[src/prc_pkg.sv]
`timescale 1ns / 1ps
// ----------------------------------------------------------------------------
// prc_pkg
// Shared types for the primorial residue checker: controller states and the
// command and status groups between controller and datapath.
// ----------------------------------------------------------------------------
package prc_pkg;

    // Controller states, one-hot
    typedef enum logic [3:0] {
        S_IDLE   = 4'b0001,
        S_REDUCE = 4'b0010,
        S_MUL    = 4'b0100,
        S_DONE   = 4'b1000
    } t_state;

    // Commands from controller to datapath
    typedef struct packed {
        logic load;         // capture an input transaction
        logic step_reduce;  // one bit of held product mod modulus
        logic reduce_last;  // final reduce bit: move residue to multiplicand
        logic step_mul;     // one bit of double-and-add
        logic commit;       // write running product, load result if last
    } t_ctrl_cmd;

    // Status from datapath to controller
    typedef struct packed {
        logic last;         // current transaction closes a run
        logic out_full;     // result register holds a stalled transaction
    } t_dp_status;

endpackage

[src/prc_ctrl.sv]
`timescale 1ns / 1ps
// ----------------------------------------------------------------------------
// prc_ctrl
// Sequencer for one transaction: accept, reduce the held product bit by bit,
// run the double-and-add multiply bit by bit, then commit.
// ----------------------------------------------------------------------------
module prc_ctrl #(
    parameter int WORD_WIDTH = 64
) (
    input  logic                   i_clk,
    input  logic                   i_rst_n,
    input  logic                   i_valid,
    input  prc_pkg::t_dp_status    i_status,
    output prc_pkg::t_ctrl_cmd     o_cmd,
    output logic                   o_busy
);
    import prc_pkg::*;

    localparam int CW = $clog2(WORD_WIDTH);
    localparam logic [CW-1:0] CNT_LAST = CW'(WORD_WIDTH - 1);

    t_state          r_state, n_state;
    logic [CW-1:0]   r_cnt, n_cnt;

    // Decode next state, counter and commands
    always_comb begin
        n_state = r_state;
        n_cnt   = r_cnt;
        o_cmd   = '0;
        unique case (r_state)
            S_IDLE: begin
                if (i_valid) begin
                    o_cmd.load = 1'b1;
                    n_cnt      = CNT_LAST;
                    n_state    = S_REDUCE;
                end
            end
            S_REDUCE: begin
                o_cmd.step_reduce = 1'b1;
                if (r_cnt == '0) begin
                    o_cmd.reduce_last = 1'b1;
                    n_cnt             = CNT_LAST;
                    n_state           = S_MUL;
                end else begin
                    n_cnt = r_cnt - 1'b1;
                end
            end
            S_MUL: begin
                o_cmd.step_mul = 1'b1;
                if (r_cnt == '0) begin
                    n_state = S_DONE;
                end else begin
                    n_cnt = r_cnt - 1'b1;
                end
            end
            S_DONE: begin
                // hold while a result must go out and the output is stalled
                if (!(i_status.last && i_status.out_full)) begin
                    o_cmd.commit = 1'b1;
                    n_state      = S_IDLE;
                end
            end
            default: begin
                n_state = S_IDLE;
            end
        endcase
    end

    // Advance state and bit counter
    always_ff @(posedge i_clk) begin
        if (!i_rst_n) begin
            r_state <= S_IDLE;
            r_cnt   <= '0;
        end else begin
            r_state <= n_state;
            r_cnt   <= n_cnt;
        end
    end

    assign o_busy = (r_state != S_IDLE);

endmodule

[src/prc_datapath.sv]
`timescale 1ns / 1ps
// ----------------------------------------------------------------------------
// prc_datapath
// Running product, operand shift registers and one shared modular
// double-and-add unit, plus the result register.
// ----------------------------------------------------------------------------
module prc_datapath #(
    parameter int WORD_WIDTH = 64
) (
    input  logic                    i_clk,
    input  logic                    i_rst_n,
    input  prc_pkg::t_ctrl_cmd      i_cmd,
    output prc_pkg::t_dp_status     o_status,
    input  logic [WORD_WIDTH-1:0]   i_factor,
    input  logic [WORD_WIDTH-1:0]   i_modulus,
    input  logic [31:0]             i_candidate_tag,
    input  logic                    i_first,
    input  logic                    i_last,
    input  logic                    i_stall,
    output logic                    o_valid,
    output logic [WORD_WIDTH-1:0]   o_remainder,
    output logic                    o_is_minus_one,
    output logic [31:0]             o_result_tag
);
    import prc_pkg::*;

    localparam int W = WORD_WIDTH;

    logic [W-1:0]  r_acc;     // running product
    logic [W-1:0]  r_sh;      // held product, shifted out during reduce
    logic [W-1:0]  r_b;       // factor, shifted out during multiply
    logic [W-1:0]  r_a;       // held product mod modulus
    logic [W-1:0]  r_r;       // partial residue
    logic [W:0]    r_m;       // modulus, zero taken as 2^W
    logic [31:0]   r_tag;
    logic          r_last;

    logic [W-1:0]  addend;
    logic [W+1:0]  sum;
    logic [W+1:0]  m1;
    logic [W+1:0]  m2;
    logic [W+1:0]  sel;
    logic [W-1:0]  n_r;
    logic [W-1:0]  target;

    // Pick the addend: next held-product bit, or multiplicand on a set factor bit
    always_comb begin
        if (i_cmd.step_reduce) begin
            addend = {{(W-1){1'b0}}, r_sh[W-1]};
        end else if (r_b[W-1]) begin
            addend = r_a;
        end else begin
            addend = '0;
        end
    end

    // Double, add, then subtract modulus once or twice; sum stays below 3M
    always_comb begin
        sum = {1'b0, r_r, 1'b0} + {2'b00, addend};
        m1  = {1'b0, r_m};
        m2  = {r_m, 1'b0};
        if (sum >= m2) begin
            sel = sum - m2;
        end else if (sum >= m1) begin
            sel = sum - m1;
        end else begin
            sel = sum;
        end
        n_r = sel[W-1:0];
    end

    // Modulus minus one; a zero-taken-as-2^W modulus gives all ones
    assign target = r_m[W-1:0] - 1'b1;

    // Operand and residue registers
    always_ff @(posedge i_clk) begin
        if (i_cmd.load) begin
            r_m    <= (i_modulus == '0) ? {1'b1, {W{1'b0}}} : {1'b0, i_modulus};
            r_sh   <= i_first ? {{(W-1){1'b0}}, 1'b1} : r_acc;
            r_b    <= i_factor;
            r_r    <= '0;
            r_tag  <= i_candidate_tag;
            r_last <= i_last;
        end else if (i_cmd.step_reduce) begin
            r_sh <= {r_sh[W-2:0], 1'b0};
            if (i_cmd.reduce_last) begin
                r_a <= n_r;
                r_r <= '0;
            end else begin
                r_r <= n_r;
            end
        end else if (i_cmd.step_mul) begin
            r_b <= {r_b[W-2:0], 1'b0};
            r_r <= n_r;
        end
    end

    // Running product, reset to one
    always_ff @(posedge i_clk) begin
        if (!i_rst_n) begin
            r_acc <= {{(W-1){1'b0}}, 1'b1};
        end else if (i_cmd.commit) begin
            r_acc <= r_r;
        end
    end

    // Result payload
    always_ff @(posedge i_clk) begin
        if (i_cmd.commit && r_last) begin
            o_remainder    <= r_r;
            o_is_minus_one <= (r_r == target);
            o_result_tag   <= r_tag;
        end
    end

    // Result valid: set on a closing commit, drop when taken
    always_ff @(posedge i_clk) begin
        if (!i_rst_n) begin
            o_valid <= 1'b0;
        end else if (i_cmd.commit && r_last) begin
            o_valid <= 1'b1;
        end else if (!i_stall) begin
            o_valid <= 1'b0;
        end
    end

    assign o_status.last     = r_last;
    assign o_status.out_full = o_valid && i_stall;

endmodule

[src/primorial_residue_checker_unit.sv]
`timescale 1ns / 1ps
// ----------------------------------------------------------------------------
// primorial_residue_checker_unit
// Modular multiply-accumulate of a factor stream with an exact double-width
// reduction; reports the run remainder and whether it equals modulus - 1.
// ----------------------------------------------------------------------------
//  channel   valid     stall     payload
//  input     i_valid   o_stall   i_factor i_modulus i_candidate_tag i_first i_last
//  output    o_valid   i_stall   o_remainder o_is_minus_one o_result_tag
//
//  A transaction is accepted, then the held product is reduced by the modulus,
//  then the double-and-add multiply runs, then the result is committed; all
//  run on a single shared add-and-reduce unit, one bit per cycle.
//  Reset sets the running product to one and empties the result register.
//  A stalled result only holds the commit of a later run-closing transaction.
// ----------------------------------------------------------------------------
module primorial_residue_checker_unit #(
    parameter int WORD_WIDTH = 64
) (
    input  logic                   i_clk,
    input  logic                   i_rst_n,
    input  logic                   i_valid,
    output logic                   o_stall,
    input  logic [WORD_WIDTH-1:0]  i_factor,
    input  logic [WORD_WIDTH-1:0]  i_modulus,
    input  logic [31:0]            i_candidate_tag,
    input  logic                   i_first,
    input  logic                   i_last,
    output logic                   o_valid,
    input  logic                   i_stall,
    output logic [WORD_WIDTH-1:0]  o_remainder,
    output logic                   o_is_minus_one,
    output logic [31:0]            o_result_tag
);
    import prc_pkg::*;

    t_ctrl_cmd   cmd;
    t_dp_status  status;

    prc_ctrl #(
        .WORD_WIDTH (WORD_WIDTH)
    ) u_ctrl (
        .i_clk    (i_clk),
        .i_rst_n  (i_rst_n),
        .i_valid  (i_valid),
        .i_status (status),
        .o_cmd    (cmd),
        .o_busy   (o_stall)
    );

    prc_datapath #(
        .WORD_WIDTH (WORD_WIDTH)
    ) u_datapath (
        .i_clk           (i_clk),
        .i_rst_n         (i_rst_n),
        .i_cmd           (cmd),
        .o_status        (status),
        .i_factor        (i_factor),
        .i_modulus       (i_modulus),
        .i_candidate_tag (i_candidate_tag),
        .i_first         (i_first),
        .i_last          (i_last),
        .i_stall         (i_stall),
        .o_valid         (o_valid),
        .o_remainder     (o_remainder),
        .o_is_minus_one  (o_is_minus_one),
        .o_result_tag    (o_result_tag)
    );

endmodule

[config.mk]
export PLATFORM = sky130hd
export DESIGN_NAME = primorial_residue_checker_unit
export DESIGN_NICKNAME = d
export VERILOG_FILES = /design/src/prc_pkg.sv /design/src/prc_ctrl.sv /design/src/prc_datapath.sv /design/src/primorial_residue_checker_unit.sv
export SDC_FILE = /design/constraint.sdc
export NUM_CORES = 1
export LEC_CHECK = 0
export ABC_CLOCK_PERIOD_IN_PS = 12600
export BUFFER_PORTS_ARGS = -buffer_cell sky130_fd_sc_hd__buf_2
export CORE_ASPECT_RATIO = 1.25
export CORE_UTILIZATION = 55
export CTS_CLUSTER_DIAMETER = 50
export DETAILED_ROUTE_END_ITERATION = 12
export PLACE_DENSITY = 0.78
export SLEW_MARGIN = 10
export SYNTH_ARGS = -nofsm -noshare
export SYNTH_HDL_FRONTEND = slang
export SYNTH_HIERARCHICAL = 1
export SYNTH_SLANG_ARGS = --single-unit
[constraint.sdc]
create_clock -name i_clk -period 12.6 [get_ports i_clk]
set_clock_uncertainty 0.05 [all_clocks]
set_input_delay 0.63 -clock i_clk [delete_from_list [all_inputs] [get_ports i_clk]]
set_output_delay 0.63 -clock i_clk [all_outputs]
set_load 0.01 [all_outputs]
* Word-level counts from Yosys, hierarchy flattened
Cells that the tools add are included.
** Word-level totals
- Bits in registers :: 526
- Logic and storage cells :: 81
** Operators by class
- $add $sub $neg :: 5
- Magnitude comparators :: 2
- Equality and inequality tests :: 13
- Mux-type cells :: 32
- Bitwise gates (word level) :: 1
- Reductions and logical operators :: 13
** Operator list (count)
- 64-bit two-way mux :: 13
- 64-bit subtractor :: 2
- 65-bit by 64-bit adder with 66-bit output :: 1
- 66-bit by 65-bit >= comparator with 1-bit output :: 1
- 66-bit >= comparator :: 1
- 65-bit two-way mux :: 1
- 64-bit == test :: 1
- 64-bit zero test :: 1
- 64-bit by 1-bit subtractor with 64-bit output (second input constant) :: 1
- 6-bit two-way mux :: 3
- 6-bit one-hot mux with 3 select lines :: 1
- 4-bit two-way mux :: 4
- 4-bit one-hot mux with 4 select lines :: 1
- 1-bit two-way mux :: 8
- 2-bit by 1-bit inequality test with 1-bit output (second input constant) :: 4
- 6-bit zero test :: 1
- 2-bit inequality test (second input constant) :: 3
- 3-bit AND reduction :: 2
- 2-bit nonzero test :: 3
- 6-bit by 1-bit subtractor with 6-bit output (second input constant) :: 1
- 4-bit by 1-bit == test with 1-bit output (second input constant) :: 1
- 4-bit by 2-bit == test with 1-bit output (second input constant) :: 1
- 4-bit by 3-bit == test with 1-bit output (second input constant) :: 1
- 4-bit == test (second input constant) :: 1
- 7 further kinds :: 9

* Depth between registers and ports, before layout
Gate-level depths: netlist of run 1.
- Word-level depth :: 10
- Mapped depth :: 33
- Gate-level depth less buffers :: 27

* Modules after synthesis
Netlist of run 1, hierarchy kept.
** Modules (own cells, without submodules)
- prc_datapath :: instances 1, cells an instance 3552, area each 33996.4 um2, sequential area each 14203.6 um2
- prc_ctrl :: instances 1, cells an instance 66, area each 648.1 um2, sequential area each 200.2 um2

* Worst setup path after synthesis of run 1
OpenSTA, ideal clock, no wires.
- Path type :: register to register
- Start :: register u_ctrl.r_state[1]
- End :: register u_datapath.r_a[25] (data pin)
- Arrival :: 6.453 ns
- Slack :: 5.829 ns
- Cell stages (with the launch flop) :: 33
- Clock period less this slack :: 6.771 ns
- Path through :: dfxtp_1 > nor4b_4 > nor2b_1 > clkbuf_1 > clkbuf_1 > and2_1 > ha_1 > inv_1 > fa_1 > nand2b_1 > a21oi_1 > o211a_1 > o21ai_0 > nand3_1 > or3_1 > a21oi_1 > xnor2_1 > ha_1 > buf_4 > nand2_2 > or3_1 > or4_1 > nor4b_2 > a31oi_1 > a21oi_2 > a31o_4 > or2_1 > buf_6 > buf_12 > buf_12 > mux2_2 > nor2_1 > a21oi_1
** RTL lines
- from (decl) :: RTL line prc_ctrl.sv:22 : t_state r_state, n_state;
- from (signal assigned) :: RTL line prc_ctrl.sv:75 : r_state <= n_state;
- to (signal assigned) :: RTL line prc_datapath.sv:87 : r_a <= n_r;
- to (decl) :: RTL line prc_datapath.sv:32 : logic [W-1:0] r_a;

==> flow_metrics.env, run 1 <==
export IMPL_syn_num_nets=3982
export IMPL_clock_sinks=526
export IMPL_cts_tree="yes"
export IMPL_tightest_slew_ns=1.23
export IMPL_grt_pass1_wl_um=174000
export IMPL_holdWs_ns=0.116
export IMPL_die_h_um=283
export IMPL_drt_total_wl_um=118000
export IMPL_die_area_sq_mm=0.0640
export IMPL_synth_area_sq_mm=0.0346
export IMPL_yosys_warnings=6
export IMPL_async_flop_share_pct=0
export IMPL_area_delta_synth_final_pct=10.8
export IMPL_final_hold_viol_count=0
export IMPL_critPathArrivalTime_ns=9.91
export IMPL_pin_count=265
export IMPL_synth_avg_cell_area_sq_um=9.58
export IMPL_drt_vias_per_instance=6.31
export IMPL_synth_enable_flop_cells=387
export IMPL_grt_overflow_total=0
export IMPL_ff2ff_path_depth=26
export IMPL_core_area_sq_mm=0.0622
export IMPL_num_rows=102
export IMPL_cts_made_buffers=57
export IMPL_clockBufferDepth=3
export IMPL_routabilityCongestion=1.09
export IMPL_post_cts_buffers=0
export IMPL_grt_pass1_vias=28100
export IMPL_start_util_pct=55.7
export IMPL_drive_above_1_share_pct=13.8
export IMPL_final_util_pct=61.8
export IMPL_antenna_left=0
export IMPL_root_buffer="clkbuf_16"
export IMPL_dp_hpwl_um=91400
export IMPL_max_freq_ghz=0.104
export IMPL_setup_viol=0
export IMPL_status="completed"
export IMPL_max_cap_viol_count=0
export IMPL_required_ns=12.86
export IMPL_drt_iter0_drc=2305
export IMPL_fin_setup_tns_ns=0
export IMPL_drt_pass1_iter_count=6
export IMPL_worst_setup_path_type="reg -> reg"
export IMPL_slew_headroom_pct=17.4
export IMPL_nNetsFinal=4111
export IMPL_antenna_found_initial=2
export IMPL_synth_cells=3618
export IMPL_maxSlewViolCount=0
export IMPL_synth_seq_area_share_pct=41.6
export IMPL_h_tree_depth=2
export IMPL_hold_buffers=0
export IMPL_numPortBuffers=264
export IMPL_drc=0
export IMPL_cp_end_kind="register"
export IMPL_finalPower_uw=4780
export IMPL_vdd_drop_max_uv=125
export IMPL_hold_class="in -> reg"
export IMPL_cts_clk_slew_worst_paths_ns=0.07
export IMPL_p_leak_uw=0.0151
export IMPL_clkLatencyLatePin_ns=0.64
export IMPL_grt_max_degree=85
export IMPL_die_x_um=226
export IMPL_start_kind="register"
export IMPL_fin_crit_sh_pct=76.6
export IMPL_grtUsageTotal_pct=36.3
export IMPL_ys_ff_latch=526
export IMPL_synthFlopType="edfxtp_1"
export IMPL_dr_total_vias=29200
export IMPL_rsz0062_at_grt="false"
export IMPL_whs_path_depth=1
export IMPL_crit_path_max_fanout=40
export IMPL_powerDensity_mw_per_mm2=125
export IMPL_wl_per_cell_um=25.4
export IMPL_yosysUniqueCellTypes=99
export IMPL_period_minus_slack_ns=9.65
export IMPL_cts_resized=0
==> layer usage <==
layer  routed length, um  vias to the layer above  global-route usage, %
li1                    -                    13600                      -
met1               47300                    14100                   44.6
met2               54700                     1196                   59.8
met3                7730                      287                   5.33
met4                7990                        2                   22.7
met5                  10                        -                      0
==> report_power, final <==
group	switching (uW)	internal, uW
registers	53.7	1950
clock network	733	1030
logic	650	365
==> synthesized netlist by cell type, drive strengths merged (25+ instances only) <==
cell | number | area, sq um
o21bai | 38 | 285
a21o | 80 | 601
o31ai | 28 | 215
a21oi | 278 | 1400
mux2i | 110 | 1100
nor2b | 83 | 519
ha | 195 | 2440
o21ai | 249 | 1250
nor2 | 171 | 647
and3 | 25 | 156
o21a | 27 | 203
and2 | 83 | 519
nand3 | 84 | 420
xnor2 | 161 | 1410
nand3b | 69 | 518
clkbuf | 198 | 743
buf | 31 | 223
xor2 | 91 | 797
inv | 194 | 728
nor3 | 78 | 412
nand4 | 65 | 407
nor4 | 38 | 259
dfxtp | 139 | 2780
edfxtp | 387 | 11600
a211oi | 30 | 250
nand2 | 259 | 977
a22o | 48 | 420
mux2 | 70 | 788
a31oi | 49 | 307
==> flip-flops by register name, indices dropped and copies added, names as in the netlist, 4 cells and up <==
register	count
u_datapath/r_m	65
u_datapath/o_remainder	64
u_datapath/r_a	64
u_datapath/r_acc	64
u_datapath/r_b	64
u_datapath/r_r	64
u_datapath/r_sh	64
u_datapath/o_result_tag	32
u_datapath/r_tag	32
u_ctrl/r_cnt	6
u_ctrl/r_state	4
==> cells in the final DEF, fill, tap and decap left out, types with 74 or more instances in the layout <==
cell type / n
a21o_1: 80
a21oi_1: 275
and2_1: 80
buf_2: 264
dfxtp_1: 139
edfxtp_1: 387
ha_1: 195
inv_1: 194
mux2i_1: 110
nand2_1: 257
nand3_1: 84
nor2_1: 167
nor2b_1: 82
nor3_1: 74
o21ai_0: 240
xnor2_1: 161
xor2_1: 91
==> cell families after synthesis <==
group                    share of synthesized area, %
AND/OR/NAND/NOR                                  16.2
AO/OA/AOI/OAI                                    18.3
multiplexers                                     5.45
flip-flops                                       41.6
adder cells (fa/ha/maj)                          7.22
XOR/XNOR                                         6.37
buffers and inverters                            4.89
==> stage by stage <==
stage	cells	setup slack (ns)	cell area [sq um]
3_5_place_dp	4520	3.14	36400
6_report	4627	2.95	38400
2_1_floorplan	3618	5.83	34600
3_3_place_gp	4520	3.04	36400
5_1_grt	4627	2.60	38400
4_1_cts	4626	3.06	38400
==> worst paths after layout <==
path	start	to	slack, ns
max	u_ctrl/r_state[1]	u_datapath/r_a[40]	2.95
min	i_last	u_datapath/r_last	0.12
max reg2reg	u_ctrl/r_state[1]	u_datapath/r_a[40]	2.95
min reg2reg	u_datapath/r_tag[31]	u_datapath/o_result_tag[31]	0.37
==> cell type report <==
type | count | area [sq um]
inverters | 194 | 728
diodes | 1 | 2.50
well taps | 832 | 1040
flip-flops and latches | 526 | 14400
repair buffers | 299 | 1580
clock inverters | 32 | 393
multi-input cells | 2669 | 18600
clock buffers | 74 | 1590
fillers | 5312 | 23800
==> critical path, cell delays in order (launching register included) <==
cell and delay [ns]:
dfxtp_1 0.48, nor4b_4 0.90, nor2b_4 0.40, and2_1 0.30
ha_1 0.20, inv_1 0.07, fa_1 0.20, nand2b_1 0.15
a21oi_1 0.12, o211a_1 0.32, o21ai_0 0.51, nand3_1 0.30
or3_1 0.39, a21oi_1 0.28, xnor2_1 0.19, ha_1 0.55
nand2_2 0.12, or3_1 0.44, or4_1 0.54, nor4b_2 0.28
a31oi_1 0.12, a21oi_2 0.16, a31o_4 0.19, or2_2 0.73
buf_4 0.57, mux2i_1 0.49, mux2i_1 0.24
(Power assumes the default switching activity.)
==> run 2, diff against run 1 <==
- ABC_CLOCK_PERIOD_IN_PS: 12600 -> 7750
- PLACE_DENSITY: 0.78 -> 0.81
- clock period: 12.6 -> 7.75 ns (I/O delays scaled with it)
==> run 2 against run 1 <==
- total power increased by 74%
- die area stayed put
- critical path depth is 2 higher
- largest power group unchanged
- critical endpoint is now u_datapath/r_a[61]
==> flow_metrics.env, run 2 (synthesized netlist as in run 1, its figures left out) <==
export IMPL_status="completed"
export IMPL_dr_total_vias=31300
export IMPL_p_leak_uw=0.0169
export IMPL_grt_pass1_vias=30400
export IMPL_largest_register_ff_count=65
export IMPL_wl_per_cell_um=25.0
export IMPL_top_register="u_datapath/r_m"
export IMPL_worst_setup_path_type="reg -> reg"
export IMPL_clockBufferDepth=3
export IMPL_critical_path_top_delay_family="compound AO/OA/AOI/OAI gates"
export IMPL_setup_viol=0
export IMPL_h_tree_depth=3
export IMPL_drc=0
export IMPL_num_rows=102
export IMPL_clock_sinks=526
export IMPL_regToRegEndpoint="u_datapath/r_a[61]"
export IMPL_cts_clk_slew_worst_paths_ns=0.07
export IMPL_layout_commonest_cell="edfxtp_1"
export IMPL_start_util_pct=55.7
export IMPL_hold_class="in -> reg"
export IMPL_die_x_um=226
export IMPL_holdPathEnd="u_datapath/r_b[4]"
export IMPL_postPlaceCellArea_sq_mm=0.0382
export IMPL_busiest_layer="met2"
export IMPL_grt_overflow_total=0
export IMPL_antenna_found_initial=7
export IMPL_use_met1_pct=45.1
export IMPL_nNetsFinal=4461
export IMPL_drt_pass1_iter_count=7
export IMPL_powerDensity_mw_per_mm2=200
export IMPL_area_delta_synth_final_pct=20.0
export IMPL_drt_total_wl_um=125000
export IMPL_critPathArrivalTime_ns=7.77
export IMPL_grt_util_met3_pct=7.45
export IMPL_slew_headroom_pct=20.8
export IMPL_cts_made_buffers=66
export IMPL_vdd_drop_max_uv=235
export IMPL_crit_path_max_fanout=23
export IMPL_grt_max_degree=169
export IMPL_start_kind="register"
export IMPL_tightest_slew_ns=1.18
export IMPL_cp_slowest_stage_delay_ns=0.49
export IMPL_clkLatencyLatePin_ns=0.63
export IMPL_grtUsageTotal_pct=38.4
export IMPL_maxSlewViolCount=0
export IMPL_numPortBuffers=264
export IMPL_pin_count=265
export IMPL_whs_path_depth=2
export IMPL_drt_iter0_drc=2722
export IMPL_die_h_um=283
export IMPL_met2_usage_pct=63.9
export IMPL_max_freq_ghz=0.134
export IMPL_layout_common_cells="edfxtp_1 (387), a21oi_1 (274), buf_2 (264)"
export IMPL_cp_end_kind="register"
export IMPL_root_buffer="clkbuf_16"
export IMPL_drt_vias_per_instance=6.27
export IMPL_period_minus_slack_ns=7.46
export IMPL_required_ns=8.06
export IMPL_antenna_left=0
export IMPL_design_area_sq_mm=0.0416
export IMPL_routabilityCongestion=1.03
export IMPL_drive_above_1_share_pct=18.7
export IMPL_cts_tree="yes"
export IMPL_ff2ff_path_depth=28
export IMPL_cp_num_buf_inv=4
export IMPL_cp_depth=28
export IMPL_final_hold_viol_count=0
export IMPL_dp_hpwl_um=93800
export IMPL_max_cap_viol_count=0
export IMPL_hold_start="i_factor[4]"
export IMPL_rrSetupSlack_ns=0.29
export IMPL_fin_setup_tns_ns=0
export IMPL_core_area_sq_mm=0.0622
export IMPL_fin_crit_sh_pct=96.3
export IMPL_cp_slowest_cell="dfxtp_1"
export IMPL_grt_pass1_wl_um=183000
export IMPL_r2r_start="u_ctrl/r_state[1]"
export IMPL_die_area_sq_mm=0.0640
-- run 2: cell count changes in the layout (fill, tap and decap cells not counted), sizes merged --
cell	delta
buf	+235
bufinv	-2
clkbuf	+8
clkinv	+12
clkinvlp	-7
diode	+1
dlygate4sd3	+106
inv	+4
-- run 2: worst reg2reg max path, delay by kind of cell, from the launching register on --
kind | cells | cell delay [ns]
compound gates | 14 | 3.66
simple gates | 6 | 1.14
buf+inv | 4 | 0.70
fa+ha+maj | 2 | 0.66
xor+xnor | 2 | 0.51
flops | 1 | 0.49
-- run 2: repair_timing --
item	in CTS	in global routing
buffers inserted	0	2
resized for setup	1	8
endpoints found under the hold margin	106	0
hold buffers	106	0
endpoints found under the setup margin	29	69
pin swaps	0	1
-- run 2: area by class of cell --
cell class	instances	area (sq um)
Antenna cell	2	5.00
Clock buffer	82	1810
Clock inverter	39	422
Fill cell	4951	20600
Inverter	194	728
Multi-Input combinational cell	2669	18700
Sequential cell	526	14400
Tap cell	832	1040
Timing Repair Buffer	640	4510
-- run 2: routing by layer --
metal / vias up / share of wire, %
met5: - / 0.028
met4: 6 / 7.0
met3: 389 / 8.1
met2: 1573 / 47
met1: 15000 / 38
li1: 14300 / -
-- run 2: through the flow --
stage,utilization [%],worst slack (ns),std cells,total power (uW),hold slack [ns]
after floorplan,-,0.979,3618,4430,0.350
after detailed placement,61.5,-0.123,4753,5090,0.355
final,66.9,0.290,4984,8300,0.0174
after global routing,66.9,-0.0148,4982,8570,0.0107
after CTS,66.8,0.0761,4980,8270,0.000232
after global placement,61.5,-0.136,4753,5090,0.350
-- run 2: worst max-delay path by stage --
stage / from / slack (ns) / to
floorplan: u_ctrl/r_state[1] / 0.98 / u_datapath/r_a[25]
global placement: u_ctrl/r_state[1] / -0.14 / u_datapath/r_r[53]
detailed placement: u_ctrl/r_state[3] / -0.12 / u_datapath/r_a[61]
CTS: u_ctrl/r_state[3] / 0.08 / u_datapath/r_a[61]
global route: u_ctrl/r_state[1] / -0.01 / u_datapath/r_a[61]
finish: u_ctrl/r_state[1] / 0.29 / u_datapath/r_a[61]
-- run 2: power breakdown --
part / internal, uW / total, uW / switching (uW)
clock: 1840 / 3150 / 1310
sequential: 3180 / 3270 / 91.0
combinational: 753 / 1880 / 1130
total: 5770 / 8300 / 2530
